===== src/rtl/core/pps_pkg.sv =====
// Shared types for the preemptive priority scheduler.
// Holds the search token carried along the slot cells and the sequencer states.
// No dependencies.
package pps_pkg;

  // Search token passed from cell to cell, one cell per cycle
  typedef struct packed {
    logic        active;     // a tick search is in this stage
    logic        found;      // some ready slot has been taken so far
    logic [7:0]  prio;       // best priority seen so far
    logic [15:0] arrival;    // arrival of the best slot
    logic [15:0] burst;      // burst of the best slot
    logic [15:0] remaining;  // remaining time of the best slot before service
  } tok_t;

  // Tick sequencer states
  typedef enum logic [1:0] {
    ST_IDLE,
    ST_SCAN,
    ST_CALC,
    ST_EMIT
  } st_t;

endpackage


===== src/rtl/core/pps_cell.sv =====
// One task slot of the scheduler: slot state plus one stage of the search chain.
// Depends on pps_pkg for the token type.
module pps_cell import pps_pkg::*; #(
  parameter int IDX_W    = 3,
  parameter int CELL_IDX = 0
) (
  input  logic             clk,
  input  logic             rst_n,
  // load port
  input  logic             ld_en,
  input  logic [15:0]      ld_arrival,
  input  logic [15:0]      ld_burst,
  input  logic [7:0]       ld_prio,
  // service commit
  input  logic             serve_en,
  input  logic [IDX_W-1:0] serve_idx,
  // time and search chain
  input  logic [31:0]      cur_time,
  input  tok_t             tok_in,
  input  logic [IDX_W-1:0] idx_in,
  output tok_t             tok_out,
  output logic [IDX_W-1:0] idx_out,
  output logic             pending
);

  localparam logic [IDX_W-1:0] MY_IDX = IDX_W'(CELL_IDX);

  logic        valid_r, valid_nxt;
  logic        done_r, done_nxt;
  logic [15:0] arrival_r, burst_r, remaining_r, remaining_nxt;
  logic [7:0]  prio_r;
  tok_t        tok_r, tok_nxt;
  logic [IDX_W-1:0] idx_r, idx_nxt;
  logic        ready, take, served;

  // Slot is a candidate when loaded, unfinished and already arrived
  assign ready  = valid_r && !done_r && ({16'b0, arrival_r} <= cur_time);
  assign take   = tok_in.active && ready && (!tok_in.found || (prio_r < tok_in.prio));
  assign served = serve_en && (serve_idx == MY_IDX);

  // Search stage: take over the token if this slot beats the best so far
  always_comb begin
    tok_nxt = tok_in;
    idx_nxt = idx_in;
    if (take) begin
      tok_nxt.found     = 1'b1;
      tok_nxt.prio      = prio_r;
      tok_nxt.arrival   = arrival_r;
      tok_nxt.burst     = burst_r;
      tok_nxt.remaining = remaining_r;
      idx_nxt           = MY_IDX;
    end
  end

  // Slot state update: load restarts, service counts down (saturating)
  always_comb begin
    valid_nxt     = valid_r;
    done_nxt      = done_r;
    remaining_nxt = remaining_r;
    if (ld_en) begin
      valid_nxt     = 1'b1;
      done_nxt      = 1'b0;
      remaining_nxt = ld_burst;
    end else if (served) begin
      if (remaining_r != 16'd0) remaining_nxt = remaining_r - 16'd1;
      if (remaining_r <= 16'd1) done_nxt = 1'b1;
    end
  end

  // Control flops; valid, done and, of the token, only its active bit need a reset
  always_ff @(posedge clk) begin
    if (!rst_n) begin
      valid_r      <= 1'b0;
      done_r       <= 1'b0;
      tok_r.active <= 1'b0;
    end else begin
      valid_r      <= valid_nxt;
      done_r       <= done_nxt;
      tok_r        <= tok_nxt;
    end
  end

  // Payload flops
  always_ff @(posedge clk) begin
    remaining_r     <= remaining_nxt;
    idx_r           <= idx_nxt;
    if (ld_en) begin
      arrival_r <= ld_arrival;
      burst_r   <= ld_burst;
      prio_r    <= ld_prio;
    end
  end

  assign tok_out = tok_r;
  assign idx_out = idx_r;
  assign pending = valid_r && !done_r;

endmodule


===== src/rtl/core/preemptive_priority_scheduler.sv =====
// Preemptive priority scheduler: top level with the tick sequencer and result register.
// Depends on pps_pkg and pps_cell.
//
// A load item (func 0) writes one task slot; loads to slots at or above NUM_SLOTS are
// dropped. A tick item (func 1) sends a search token down the row of slot cells, one
// cell per cycle; the winner is served as the token leaves the chain, the turnaround
// time is formed in the calc state, and the waiting time is formed as the result enters
// the output register. Inputs are stalled while a tick is in progress; a result waiting
// in the output register does not stall loads, only the delivery of the next tick's
// result.
module preemptive_priority_scheduler import pps_pkg::*; #(
  parameter int NUM_SLOTS = 8
) (
  input  logic        clk,
  input  logic        rst_n,
  // input channel
  input  logic        in_valid,
  output logic        in_stall,
  input  logic        in_func,
  input  logic [2:0]  in_slot,
  input  logic [15:0] in_arrival,
  input  logic [15:0] in_burst,
  input  logic [7:0]  in_priority_req,
  // result channel
  output logic        out_valid,
  input  logic        out_stall,
  output logic        out_ran_valid,
  output logic [2:0]  out_ran_slot,
  output logic        out_finished,
  output logic [31:0] out_completion_time,
  output logic [31:0] out_turnaround,
  output logic [31:0] out_waiting,
  output logic        out_all_done
);

  localparam int IDX_W = (NUM_SLOTS > 1) ? $clog2(NUM_SLOTS) : 1;

  st_t         state_r, state_nxt;
  logic [31:0] time_r, time_nxt;
  logic        in_xfer, load_go, start;
  logic        tok_exit, serve_en;
  tok_t        tok [NUM_SLOTS+1];
  logic [IDX_W-1:0] idx_c [NUM_SLOTS+1];
  logic [NUM_SLOTS-1:0] pend;

  // latched tick result
  logic             hit_r, fin_r, alldone_r;
  logic [IDX_W-1:0] idx_r;
  logic [15:0]      arr_r, burst_r;
  logic [31:0]      tat_r;

  // output register
  logic        out_valid_r, out_valid_nxt;
  logic        emit;
  logic        o_ran_r, o_fin_r, o_all_r;
  logic [2:0]  o_slot_r;
  logic [31:0] o_comp_r, o_tat_r, o_wt_r;

  assign in_xfer  = in_valid && !in_stall;
  assign tok_exit = tok[NUM_SLOTS].active;

  // Sequencer next state
  always_comb begin
    state_nxt = state_r;
    unique case (state_r)
      ST_IDLE: if (in_xfer && in_func) state_nxt = ST_SCAN;
      ST_SCAN: if (tok_exit) state_nxt = ST_CALC;
      ST_CALC: state_nxt = ST_EMIT;
      ST_EMIT: if (!out_valid_r || !out_stall) state_nxt = ST_IDLE;
      default: state_nxt = ST_IDLE;
    endcase
  end

  // Sequencer outputs
  always_comb begin
    in_stall = 1'b1;
    load_go  = 1'b0;
    start    = 1'b0;
    serve_en = 1'b0;
    emit     = 1'b0;
    unique case (state_r)
      ST_IDLE: begin
        in_stall = 1'b0;
        load_go  = in_xfer && !in_func;
        start    = in_xfer && in_func;
      end
      ST_SCAN: serve_en = tok_exit && tok[NUM_SLOTS].found;
      ST_CALC: ;
      ST_EMIT: emit = !out_valid_r || !out_stall;
      default: ;
    endcase
  end

  // Search token enters the chain at cell 0
  always_comb begin
    tok[0]        = '0;
    tok[0].active = start;
    idx_c[0]      = '0;
  end

  // Row of slot cells
  for (genvar g = 0; g < NUM_SLOTS; g++) begin : g_cell
    logic ld_en;
    assign ld_en = load_go && (32'(in_slot) == g);

    pps_cell #(
      .IDX_W    (IDX_W),
      .CELL_IDX (g)
    ) u_cell (
      .clk        (clk),
      .rst_n      (rst_n),
      .ld_en      (ld_en),
      .ld_arrival (in_arrival),
      .ld_burst   (in_burst),
      .ld_prio    (in_priority_req),
      .serve_en   (serve_en),
      .serve_idx  (idx_c[NUM_SLOTS]),
      .cur_time   (time_r),
      .tok_in     (tok[g]),
      .idx_in     (idx_c[g]),
      .tok_out    (tok[g+1]),
      .idx_out    (idx_c[g+1]),
      .pending    (pend[g])
    );
  end

  // Time advances once per tick, when the token leaves the chain
  always_comb begin
    time_nxt = time_r;
    if (state_r == ST_SCAN && tok_exit) time_nxt = time_r + 32'd1;
  end

  // Output valid: set on emit, held while stalled
  always_comb begin
    if (emit) out_valid_nxt = 1'b1;
    else if (out_stall) out_valid_nxt = out_valid_r;
    else out_valid_nxt = 1'b0;
  end

  // Control flops
  always_ff @(posedge clk) begin
    if (!rst_n) begin
      state_r     <= ST_IDLE;
      time_r      <= 32'd0;
      out_valid_r <= 1'b0;
    end else begin
      state_r     <= state_nxt;
      time_r      <= time_nxt;
      out_valid_r <= out_valid_nxt;
    end
  end

  // Tick result datapath
  always_ff @(posedge clk) begin
    if (state_r == ST_SCAN && tok_exit) begin
      hit_r   <= tok[NUM_SLOTS].found;
      idx_r   <= idx_c[NUM_SLOTS];
      fin_r   <= tok[NUM_SLOTS].found && (tok[NUM_SLOTS].remaining <= 16'd1);
      arr_r   <= tok[NUM_SLOTS].arrival;
      burst_r <= tok[NUM_SLOTS].burst;
    end
    // cells already reflect the service here
    if (state_r == ST_CALC) begin
      tat_r     <= time_r - {16'b0, arr_r};
      alldone_r <= ~|pend;
    end
    if (emit) begin
      o_ran_r  <= hit_r;
      o_slot_r <= hit_r ? 3'(idx_r) : 3'd0;
      o_fin_r  <= fin_r;
      o_comp_r <= fin_r ? time_r : 32'd0;
      o_tat_r  <= fin_r ? tat_r : 32'd0;
      o_wt_r   <= fin_r ? (tat_r - {16'b0, burst_r}) : 32'd0;
      o_all_r  <= alldone_r;
    end
  end

  assign out_valid           = out_valid_r;
  assign out_ran_valid       = o_ran_r;
  assign out_ran_slot        = o_slot_r;
  assign out_finished        = o_fin_r;
  assign out_completion_time = o_comp_r;
  assign out_turnaround      = o_tat_r;
  assign out_waiting         = o_wt_r;
  assign out_all_done        = o_all_r;

  // Checks
  a_exit_in_scan: assert property (@(posedge clk) disable iff (!rst_n)
    tok_exit |-> state_r == ST_SCAN)
    else $error("search token left the chain outside a scan");

  a_start_scans: assert property (@(posedge clk) disable iff (!rst_n)
    start |=> state_r == ST_SCAN && tok[1].active)
    else $error("tick did not launch a search");

  a_result_from_emit: assert property (@(posedge clk) disable iff (!rst_n)
    $rose(out_valid_r) |-> $past(state_r) == ST_EMIT)
    else $error("result appeared without a tick");

  a_one_token: assert property (@(posedge clk) disable iff (!rst_n)
    state_r == ST_IDLE |-> !tok_exit && !serve_en)
    else $error("stray search activity while idle");

endmodule

===== config.mk =====
export PLATFORM = sky130hd
export DESIGN_NAME = preemptive_priority_scheduler
export DESIGN_NICKNAME = d
export VERILOG_FILES = /design/src/rtl/core/pps_pkg.sv /design/src/rtl/core/pps_cell.sv /design/src/rtl/core/preemptive_priority_scheduler.sv
export SDC_FILE = /design/constraint.sdc
export NUM_CORES = 2
export LEC_CHECK = 0
export ABC_AREA = 0
export BUFFER_PORTS_ARGS = -buffer_cell sky130_fd_sc_hd__buf_2
export CORE_AREA = 2 2 338 340
export DETAILED_ROUTE_END_ITERATION = 6
export DIE_AREA = 0 0 340 342
export PLACE_DENSITY_LB_ADDON = 0.15
export SETUP_SLACK_MARGIN = 0.5
export SLEW_MARGIN = 20
export SYNTH_ARGS = -nofsm -noshare
export SYNTH_HDL_FRONTEND = slang
export SYNTH_SLANG_ARGS = --single-unit

===== constraint.sdc =====
create_clock -name clk -period 13.6 [get_ports clk]
set_input_delay 2.72 -clock clk [delete_from_list [all_inputs] [get_ports clk]]
set_output_delay 2.72 -clock clk [all_outputs]
set_load 0.02 [all_outputs]

# Word level (Yosys, flattened, before mapping)
# Cells that the tools add are included.
# word_totals
regBits,1144
in_bits,48
output_inout_bits,104
word_cells,353
# op_classes
n_addsub,11
n_lt_le_gt_ge,24
eq_ne,21
mux,44
bitwise_logic,1
n_reduce_logical,133
# op_table
operator,count
two-way mux 16 bit,24
two-way mux 56 bit,6
<= comparator 16 x 32 -> 1 bit,8
<= comparator 16 x 1 -> 1 bit (second input constant),9
nonzero test 16 bit,8
subtractor 16 x 1 -> 16 bit (second input constant),8
subtractor 32 x 16 -> 32 bit,2
two-way mux 57 bit,1
less-than comparator 8 bit,7
logical AND 1 bit,53
two-way mux 48 bit,1
adder 32 x 1 -> 32 bit (second input constant),1
AND reduction 2 bit,16
nonzero test 2 bit,16
equality test 3 bit (second input constant),8
logical NOT 1 bit,19
OR reduction 2 bit,8
equality test 3 x 2 -> 1 bit (second input constant),4
logical OR 1 bit,8
two-way mux 1 bit,8
case mux 2 bit (4 select lines),1
OR reduction 8 bit,1
equality test 3 x 1 -> 1 bit (second input constant),2
logical NOT 3 bit,2
other kinds (8),13

# Depth between registers and ports, before layout
# depth
ltp_word,7
depth_mapped,13
ltp_nobuf,10

# Cells and area by module
# Synthesis repeated with hierarchy kept, for this count alone.
# unflattened
cells_unflattened,3749
hier_area_um2,53033.4
# modules_own_cells
module,instances,cells_per_inst,area_per_inst_um2,seq_area_each_um2
pps_cell (g_cell[0].u_cell ...),4,364,5382.7,3513.4
pps_cell (g_cell[1].u_cell ...),2,364,5383.9,3513.4
preemptive_priority_scheduler,1,836,9972.1,5865.6
pps_cell (g_cell[4].u_cell),1,365,5382.7,3513.4
pps_cell (g_cell[7].u_cell),1,364,5380.2,3513.4

# Least setup slack after synthesis
# Ideal clock, no wire load.
# synth_path
kind,input port to flip-flop
startpoint,input port out_stall
endpoint,register o_all_r (netlist: out_all_done) (enable)
setup_time_ns,0.717
arrival_ns,10.110
t_required_ns,12.883
path_slack_ns,2.772
path_stages,1
path_buffers,0
cell_sequence,a21boi_0
# synth_via
elab_chain_cells,3
# synth_lines
item,line_no,source
"start, declared",preemptive_priority_scheduler.sv:26,"input logic out_stall,"
logical NOT 1 bit,preemptive_priority_scheduler.sv:89,ST_EMIT: emit = !out_valid_r || !out_stall;
logical OR 1 bit,preemptive_priority_scheduler.sv:89,
two-way mux 1 bit,preemptive_priority_scheduler.sv:81,unique case (state_r)
"end signal, assigned",preemptive_priority_scheduler.sv:174,o_all_r <= alldone_r;
"end, declared",preemptive_priority_scheduler.sv:55,"logic o_ran_r, o_fin_r, o_all_r;"
# No other way between the ends.
# A chain may end at the register's enable or synchronous reset.

# Final worst setup path
# layout_path
startpoint,input port rst_n
endpoint,register g_cell[3].u_cell.tok_r (netlist bit g_cell[3].u_cell.tok_out[41]) (enable)
# layout_rtl
item,line_no,source
"start, declared",preemptive_priority_scheduler.sv:15,"input logic rst_n,"
"end signal, assigned",pps_cell.sv:79,tok_r <= tok_nxt;
"end, declared",pps_cell.sv:32,"tok_t tok_r, tok_nxt;"
# No word-level cell between the ends.

==> metrics <==
gr ovfl total=0; GRT busiest layer=met2; met2 GRT Util=a little under a third; final net count=~4000; Worst-Margin Slew=roughly 1.2 ns; worst setup path category=in2reg; Hold WC Path Type=reg2reg; row count=approximately 120; P per Cell Area=between 100 and 150 nW/um^2; VDD IR max=roughly 120 uV; RSZ-0062 raised after global routing=false; IO Count=152; share of cells above drive strength 1=between 20% and 30%; Cells after Synth=approximately 3500; top_reg_cell synth=edfxtp_1; DR vias=about 28000; Static Leak=~20 nW; Worst setup SP type=input port; EDFF count, synth=about 1100; CP endpoint kind=flop; clock tree sinks=~1100; syn_nets=~3800; status=complete, no violations; Root Buffer=clkbuf_16; first-pass GRT wire length=171300 microns; GRT Util Overall=roughly a fifth; Layout fillers=around 9500; met1 Resource Use GR=26.31%; fin crit period=roughly 5.5 ns; Final Cycle Share=between 40% and 50%; sequential area share after synthesis=66.23%; Final Instance Count excl. Fillers=between 5000 and 6000; vias in the first global route=roughly 28000; GP Congestion=0.8341; HPWL Detailed=roughly 76000 microns; max_cap viols=0; share of synthesized registers carrying an async set or reset=0%; Worst-Skew Late Latency=between 0.7 and 0.8 ns; PortBufs=around 150; Post-Place Cells=slightly above 5000; flops & latches, synth=approximately 1100; CTS resizes=0; Die H=approximately 340 microns; Hold Fails Final Rpt=0; initial antenna violation count=7; skew final=around 0.03 ns; core box area=between 100000 and 150000 sq um; postcts setup bufs=0; slew margin rel.=between 15 and 20%; H-tree depth=3; final slew viol count=0; Max Fclk=approximately 180 MHz; initial DRC count=around 2000; starting density of the core=between 40 and 50%; critical path arrival=about 5.8 ns; M3 GR Usage=between 3 and 4%; routed vias/inst=5.217; clock-pin transition on the worst setup and hold timing paths=~0.06 ns; drt wl/cell=~21 microns; Detailed Route WL=~110000 microns; Longest Clk Path Bufs=3; length of the first detailed-routing pass in iterations=5; Setup TNS=0 ns; CTS Hold Bufs=0; Avg Cell Area, Syn=~14 sq um; CTS Buf Count=120; Yosys cell types=73; post-route antenna net violation count=0; synth warn=0; final setup violation count=0; pin count of the biggest net entering global routing=80; Area growth, synth to finish=12.80%; CP required=~14 ns; die width=roughly 340 microns; mapped cell area=50360 sq um; Crit Path Max Fanout=75; die area=about 120000 sq um; drc violations=0; CTS tree=yes
==> worst paths after layout <==
| check | start | to | slack [ns] | cells past startpoint |
|---|---|---|---|---|
| max reg2reg | time_r[23] | g_cell[3].u_cell.tok_out[12] | 8.84 | 7 |
| min reg2reg | g_cell[2].u_cell.idx_out[0] | g_cell[3].u_cell.idx_out[0] | 0.41 | 1 |
| max | rst_n | g_cell[3].u_cell.tok_out[41] | 8.11 | 4 |
| min | g_cell[2].u_cell.idx_out[0] | g_cell[3].u_cell.idx_out[0] | 0.41 | 1 |
==> critical path, stage by stage <==
cell	delay (ns)
buf_8	0.33
buf_4	0.72
buf_4	0.81
buf_4	0.89
==> cell families (layout without fill, tap and decap cells) <==
| group | count (synthesis) | count (layout) | synth area share, % |
|---|---|---|---|
| flops | 1136 | 1136 | 66.23 |
| simple gates | 880 | 880 | 8.746 |
| compound gates | 427 | 427 | 5.181 |
| mux | 390 | 390 | 8.768 |
| buf+inv | 270 | 564 | 2.462 |
| fa+ha+maj | 232 | 232 | 5.794 |
| xor+xnor | 162 | 162 | 2.818 |
| other cells | 0 | 1 | 0 |
==> sequential cells by signal, summed over array words and instances (netlist names), 3 cells and up <==
register                   cells
g_cell.u_cell.arrival_r      128
out_waiting                   32
g_cell.u_cell.tok_out        448
out_completion_time           32
g_cell.u_cell.burst_r        128
g_cell.u_cell.done_r           8
g_cell.u_cell.prio_r          64
out_turnaround                32
burst_r                       16
out_ran_slot                   3
g_cell.u_cell.remaining_r    128
time_r                        32
g_cell.u_cell.valid_r          8
tat_r                         32
idx_r                          3
arr_r                         16
g_cell.u_cell.idx_out         17
==> cell usage after synthesis (all sizes together) (5+ instances only) <==
master / n / area share (%)
a2111oi: 6 / 0.10
a211oi: 13 / 0.19
a21o: 38 / 0.57
a21oi: 111 / 1.1
a31oi: 17 / 0.21
and2: 119 / 1.5
and3: 11 / 0.14
buf: 51 / 0.80
clkbuf: 67 / 0.53
dfxtp: 76 / 3.0
edfxtp: 1060 / 63
ha: 230 / 5.7
inv: 149 / 1.1
mux2: 388 / 8.7
nand2: 221 / 1.6
nand2b: 36 / 0.45
nand3: 41 / 0.41
nand3b: 7 / 0.10
nand4: 40 / 0.50
nor2: 193 / 1.4
nor2b: 28 / 0.35
nor3: 65 / 0.65
nor4: 40 / 0.50
nor4b: 5 / 0.087
o211ai: 15 / 0.22
o21a: 18 / 0.27
o21ai: 161 / 1.6
o31a: 6 / 0.10
o31ai: 10 / 0.15
or2: 22 / 0.27
or3: 27 / 0.34
or4: 17 / 0.26
xnor2: 115 / 2.0
xor2: 47 / 0.82
==> cells in the final DEF (no fill, tap or decap), types with 40 or more instances in the layout <==
| cell | n |
|---|---|
| and2_1 | 118 |
| nand2_1 | 221 |
| o21ai_0 | 155 |
| mux2_2 | 378 |
| nor4_1 | 40 |
| edfxtp_1 | 1060 |
| a21oi_1 | 110 |
| ha_1 | 229 |
| xnor2_1 | 115 |
| nand3_1 | 41 |
| clkbuf_16 | 122 |
| nand4_1 | 40 |
| inv_1 | 143 |
| nor3_1 | 65 |
| buf_2 | 150 |
| nor2_1 | 191 |
| dfxtp_1 | 76 |
| xor2_1 | 47 |
==> final cells by class <==
type	instances	area [sq um]	area share [%]
Antenna cell	1	2.502	0.004405
Clock buffer	151	3262	5.742
Clock inverter	75	838.3	1.476
Inverter	152	570.5	1.004
Multi-Input combinational cell	2091	15850	27.91
Sequential cell	1136	33350	58.71
Tap cell	1512	1892	3.330
Timing Repair Buffer	186	1036	1.824
==> per-layer routing <==
layer / share of wire, % / vias up
li1: - / 13420
met1: 45 / 13510
met2: 47 / 572
met3: 4.7 / 167
met4: 2.8 / 6
met5: 0.036 / -
==> where the power goes <==
group	switching [mW]	internal, mW
Clock	1.37	2.01
Sequential	0.0588	3.98
Combinational	0.271	0.129
Total	1.70	6.12
==> stage by stage <==
stage | setup WS, ns | hold slack [ns] | total power, mW | util, % | area (sq um)
2_1_floorplan | 2.772 | 0.3855 | 4.330 | - | 50360
3_3_place_gp | 7.412 | 0.3865 | 4.508 | 46.58 | 52690
3_5_place_dp | 7.390 | 0.3938 | 4.513 | 46.60 | 52700
4_1_cts | 8.157 | 0.4080 | 7.907 | 50.22 | 56800
5_1_grt | 7.886 | 0.4206 | 8.084 | 50.22 | 56800
6_report | 8.111 | 0.4052 | 7.821 | 50.22 | 56800
Power figures use the tool's default switching activity.
